<file path="src/hw/rtl/sabht_ram.sv">
`timescale 1ns / 1ps

module sabht_ram #(
  parameter int unsigned WIDTH = 8,
  parameter int unsigned DEPTH = 16,
  localparam int unsigned AW = (DEPTH > 1) ? $clog2(DEPTH) : 1
) (
  input  logic             clk_i,
  input  logic             we_i,
  input  logic [AW-1:0]    waddr_i,
  input  logic [WIDTH-1:0] wdata_i,
  input  logic             re_i,
  input  logic [AW-1:0]    raddr_i,
  output logic [WIDTH-1:0] rdata_o
);

  logic [WIDTH-1:0] mem_q [DEPTH];
  logic [WIDTH-1:0] rdata_q;

  always_ff @(posedge clk_i) begin
    if (we_i) begin
      mem_q[waddr_i] <= wdata_i;
    end
    if (re_i) begin
      rdata_q <= mem_q[raddr_i];
    end
  end

  assign rdata_o = rdata_q;

endmodule

</file>
<file path="config.mk">
export PLATFORM = sky130hd
export DESIGN_NAME = sabht_ram
export DESIGN_NICKNAME = d
export VERILOG_FILES = /design/src/hw/rtl/sabht_ram.sv
export SDC_FILE = /design/constraint.sdc
export NUM_CORES = 1
export LEC_CHECK = 0
export BUFFER_PORTS_ARGS = -buffer_cell sky130_fd_sc_hd__buf_2
export CAP_MARGIN = 25
export CORE_ASPECT_RATIO = 1.25
export CORE_MARGIN = 1.5
export CORE_UTILIZATION = 45
export CTS_BUF_LIST = sky130_fd_sc_hd__clkbuf_4 sky130_fd_sc_hd__clkbuf_8
export DETAILED_ROUTE_END_ITERATION = 10
export GPL_TIMING_DRIVEN = 0
export PLACE_DENSITY_LB_ADDON = 0.2
export SLEW_MARGIN = 20
export SYNTH_ARGS = -nofsm -noshare
export SYNTH_HDL_FRONTEND = slang
export SYNTH_SLANG_ARGS = --single-unit
</file>
<file path="constraint.sdc">
create_clock -name clk_i -period 2.12 [get_ports clk_i]
set_input_delay 0.318 -clock clk_i [delete_from_list [all_inputs] [get_ports clk_i]]
set_output_delay 0.318 -clock clk_i [all_outputs]
set_load 0.01 [all_outputs]
</file>
* Yosys cells after proc, flatten, opt, wreduce, memory -nomap -nowiden
Memories as Yosys holds them, arrays and structs flattened. A register that Yosys moved wholly into a read port is not among the register bits.
Index checks and enable logic that the tools add are counted.
** Word-level totals
- ROM bits :: 0
- Input port bits :: 19
- Bits in latches :: 0
- RAM bits :: 128
- Memories :: 1
- Flip-flop bits (word level) :: 0
** Memory list
- mem_q :: depth 16, bits a word 8, read ports 1, clocked after memory_dff 1, wr ports 1, line 17 : logic [WIDTH-1:0] mem_q [DEPTH];
** Cells by class
- Muxes and demuxes :: 2
- Bitwise operators :: 0
- Add/subtract/negate cells :: 0
- Multipliers :: 0
- Reductions and logical operators :: 0
- Magnitude comparators :: 0
- Shift operators :: 0
- Div/mod/pow operators :: 0
- Eq/ne operators :: 0
** Operators with widths (number)
- two-way mux 1 bit :: 2

* Logic depth before layout (Yosys ltp)
- Depth after elaboration :: 2
- Mapped depth :: 5
- Depth with buffers taken out :: 3

* Least setup slack after synthesis
Ideal clock, no wire load.
- Path type :: input port to flip-flop
- Start :: in waddr_i[2]
- End :: mem mem_q[0][0], enable pin
- Arrival :: 1428 ps
- Buffers on the path :: 0
- Stages on the path :: 2
- Data required time :: 1737 ps
- Path slack :: 309 ps
- Cell sequence :: or3b_2 nor3_1
** RTL lines
- from (decl) :: line 10 : input logic [AW-1:0] waddr_i,
- to (decl) :: line 17
Straight into the memory's write port.

==> insert_results.sql <==
INSERT INTO impl_metrics (metric_group, metric, value, unit) VALUES
('status', 'run_status', 'finished clean', ''),
('pwr', 'power.sequential.fraction', '0.578', ''),
('global_routing', 'grt_first_pass_wirelength', '15100', 'um'),
('pwr', 'sw_frac_of_total', '0.205', ''),
('clocking', 'cts_hold_buf', '0', ''),
('pwr', 'power_frac_comb', '0.055', ''),
('pwr', 'pwr_density_cell', '891', 'nW/um2'),
('global_routing', 'grt_pass1_vias', '2497', ''),
('critical_path', 'cpPeakStageDelay', '0.56', 'ns'),
('pwr', 'maximum_vdd_ir_drop', '0.376', 'mV'),
('yosys', 'synth_fp_nets', '248', ''),
('pwr', 'finalPower', '5260', 'uW'),
('yosys', 'ys_seq_area_frac', '0.781', ''),
('die', 'floorplan.die.height', '124', 'um'),
('pwr', 'cellInternalPower', '4180', 'uW'),
('place', 'gp_congestion', '0.731', ''),
('die', 'design.die.area', '12300', 'um2'),
('worst_hold_path', 'hold_path_class', 'primary input to register', ''),
('die', 'die_span_in_x', '99.4', 'um'),
('run', 'cap_viol_max_count', '0', ''),
('yosys', 'yosys_warnings', '0', ''),
('clocking', 'cts_tree', 'done', ''),
('drt', 'ant_nets', '0', ''),
('clocking', 'ctsHtreeMaxLevel', '4', ''),
('final_layout', 'n_antenna_cell', '0', ''),
('sta', 'worst_pin_slew', '0.802', 'ns'),
('clocking', 'cts.reportedPaths.clkPinSlew', '0.07', 'ns'),
('critical_path', 'worst_setup_path_end_kind', 'register', ''),
('global_routing', 'grt_max_degree', '17', ''),
('sta', 'report.final.hold_viol_count', '0', ''),
('yosys', 'number_of_cells_produced_by_synthesis', '229', ''),
('global_routing', 'gr-usage-all-layers', '0.181', ''),
('clocking', 'cts_resized', '0', ''),
('pwr', 'sw_pwr', '1080', 'uW'),
('critical_path', 'start_kind', 'register', ''),
('critical_path', 'crit_arrival', '1.78', 'ns'),
('drt', 'drt_first_pass_iters', '5', ''),
('clocking', 'clock_path_buffers', '2', ''),
('yosys', 'synth_area', '5230', 'um2'),
('clocking', 'clkSinkCount', '136', ''),
('final_layout', 'layout-area-overhead-vs-synth', '12.9', '%'),
('critical_path', 'timing.setup.critical_path_class', 'register to register', ''),
('die', 'initial_standard_cell_utilization_of_the_core', '0.467', ''),
('critical_path', 'crit_required', '2.29', 'ns'),
('clocking', 'cts_made_buffers', '17', ''),
('critical_path', 'cpMaxStageDelayCell', 'mux4_1', ''),
('final_layout', 'layout.cells.most_common_list', 'edfxtp_1, buf_2, mux4_2', ''),
('critical_path', 'worstReg2RegStart', 'mem_q[0][2]$_DFFE_PP_', ''),
('final_layout', 'fin_nets', '292', ''),
('sta', 'period_minus_slack', '1.61', 'ns'),
('sta', 'rsz0062_at_grt', 'no', ''),
('drt', 'wl_per_cell', '23.5', 'um'),
('sta', 'max_freq', '622', 'MHz'),
('sta', 'final_min_period_over_clock_period', '0.758', ''),
('sta', 'finalClockSkew', '0.00694', 'ns'),
('sta', 'setup_viol', '0', ''),
('worst_hold_path', 'hold_path_startpoint', 're_i', ''),
('global_routing', 'initial_antenna_violation_count', '0', ''),
('final_layout', 'mostFrequentLayoutCell', 'edfxtp_1', ''),
('place', 'place.detailed.hpwl', '6410', 'um'),
('global_routing', 'globalRoute.totalOverflow', '0', ''),
('sta', 'timing.slew.headroom', '0.463', ''),
('drt', 'first_iter_violations', '212', ''),
('final_layout', 'final.fill_count', '878', ''),
('pwr', 'share_of_power_burned_in_the_clock_network', '0.367', ''),
('die', 'ios', '27', ''),
('yosys', 'synth.ff_latch_count', '136', ''),
('die', 'floorplan.core_area', '11200', 'um2'),
('yosys', 'post_synthesis_mean_instance_area', '22.8', 'um2'),
('die', 'floorplan.rows', '43', ''),
('clocking', 'clkLatencyLatePin', '0.42', 'ns'),
('final_layout', 'final_layout_size_suffix_gt1_frac', '0.304', ''),
('clocking', 'post_cts_buffers', '0', ''),
('critical_path', 'critical_path.cell_chain', 'mux4_1, a22oi_1, nand2_1', ''),
('critical_path', 'crit_fanout', '1', ''),
('critical_path', 'worst_setup_path_startpoint', 'mem_q[0][2]$_DFFE_PP_', ''),
('drt', 'vias', '2415', ''),
('drt', 'remaining_drc_errors', '0', ''),
('yosys', 'netlist-cell-type-count', '18', ''),
('place', 'io_buffer_count', '25', ''),
('drt', 'vias_per_cell', '5.74', ''),
('clocking', 'cts_root_cell', 'clkbuf_8', ''),
('drt', 'route.final.wire_length', '9880', 'um'),
('sta', 'finalMaxSlewViolations', '0', ''),
('sta', 'setup_total_negative_slack', '0', 'ns'),
('pwr', 'power.static_leakage', '0.00195', 'uW');
through the flow:
stage / instances / utilization / instance area (um2) / setup WS, ns / hold WS, ns
finish: 421 / 0.527 / 5900 / 0.513 / 0.228
detailed placement: 389 / 0.495 / 5540 / 0.111 / 0.664
global route: 421 / 0.527 / 5900 / 0.480 / 0.209
floorplan: 229 / - / 5230 / 0.309 / 0.417
CTS: 421 / 0.527 / 5900 / 0.536 / 0.204
global placement: 389 / 0.493 / 5520 / -0.295 / 0.655
cell usage after synthesis, drive strengths merged:
master	count	area share
a22oi	16	0.023
and2	1	0.0012
and2b	1	0.0014
buf	7	0.011
clkdlybuf4s25	3	0.0057
edfxtp	136	0.78
mux4	32	0.15
nand2	9	0.0065
nand2b	2	0.0024
nand3	1	0.00096
nand3b	2	0.0029
nor2	13	0.0093
nor2b	1	0.0012
nor3	4	0.0038
or3b	1	0.0017
layout make-up:
class                           instances  area, um2  area share
Multi-Input combinational cell         83       1080       0.183
Sequential cell                       136       4080       0.692
Buffer                                 10       86.3      0.0146
Tap cell                              135        169      0.0286
Clock inverter                         13        111      0.0189
Timing Repair Buffer                   25        125      0.0212
Clock buffer                           19        249      0.0422
layer usage:
metal | wire, um | vias up | global-route usage | share of wire
met2 | 5200 | 89 | 0.305 | 0.53
met1 | 4060 | 1249 | 0.230 | 0.41
met4 | 139 | 0 | 0.0660 | 0.014
met3 | 483 | 11 | 0.0452 | 0.049
met5 | 0 | - | 0 | 0
li1 | - | 1066 | - | -
state kept, by name, summed over array words and instances, names as in the netlist:
name	cells
mem_q	128
rdata_o	8
power groups by stage:
| stage | registers, uW | logic [uW] | clock network, uW |
|---|---|---|---|
| detailed placement | 3100 | 296 | 0 |
| finish | 3040 | 290 | 1930 |
| CTS | 3040 | 296 | 1970 |
| global route | 3040 | 313 | 2100 |
| global placement | 3100 | 288 | 0 |
| floorplan | 3100 | 153 | 0 |
cells by family after synthesis:
logic type | Yosys count | share of synthesized area
flops | 136 | 0.781
buf+inv | 10 | 0.0165
mux | 32 | 0.148
simple gates | 35 | 0.0314
compound gates | 16 | 0.0230
final timing paths:
path	endpoint	slack [ns]	cells past startpoint
setup / recovery	rdata_o[2]$_DFFE_PP_	0.51	3
hold / removal	rdata_o[5]$_DFFE_PP_	0.23	1
setup reg to reg	rdata_o[2]$_DFFE_PP_	0.51	3
hold reg to reg	rdata_o[2]$_DFFE_PP_	0.76	3
critical path: cells and delay by family, from the launching register on:
kind            cells  cell delay (ns)
mux                 1             0.56
flops               1             0.37
compound gates      1             0.33
simple gates        1             0.11
(Power assumes the default switching activity.)
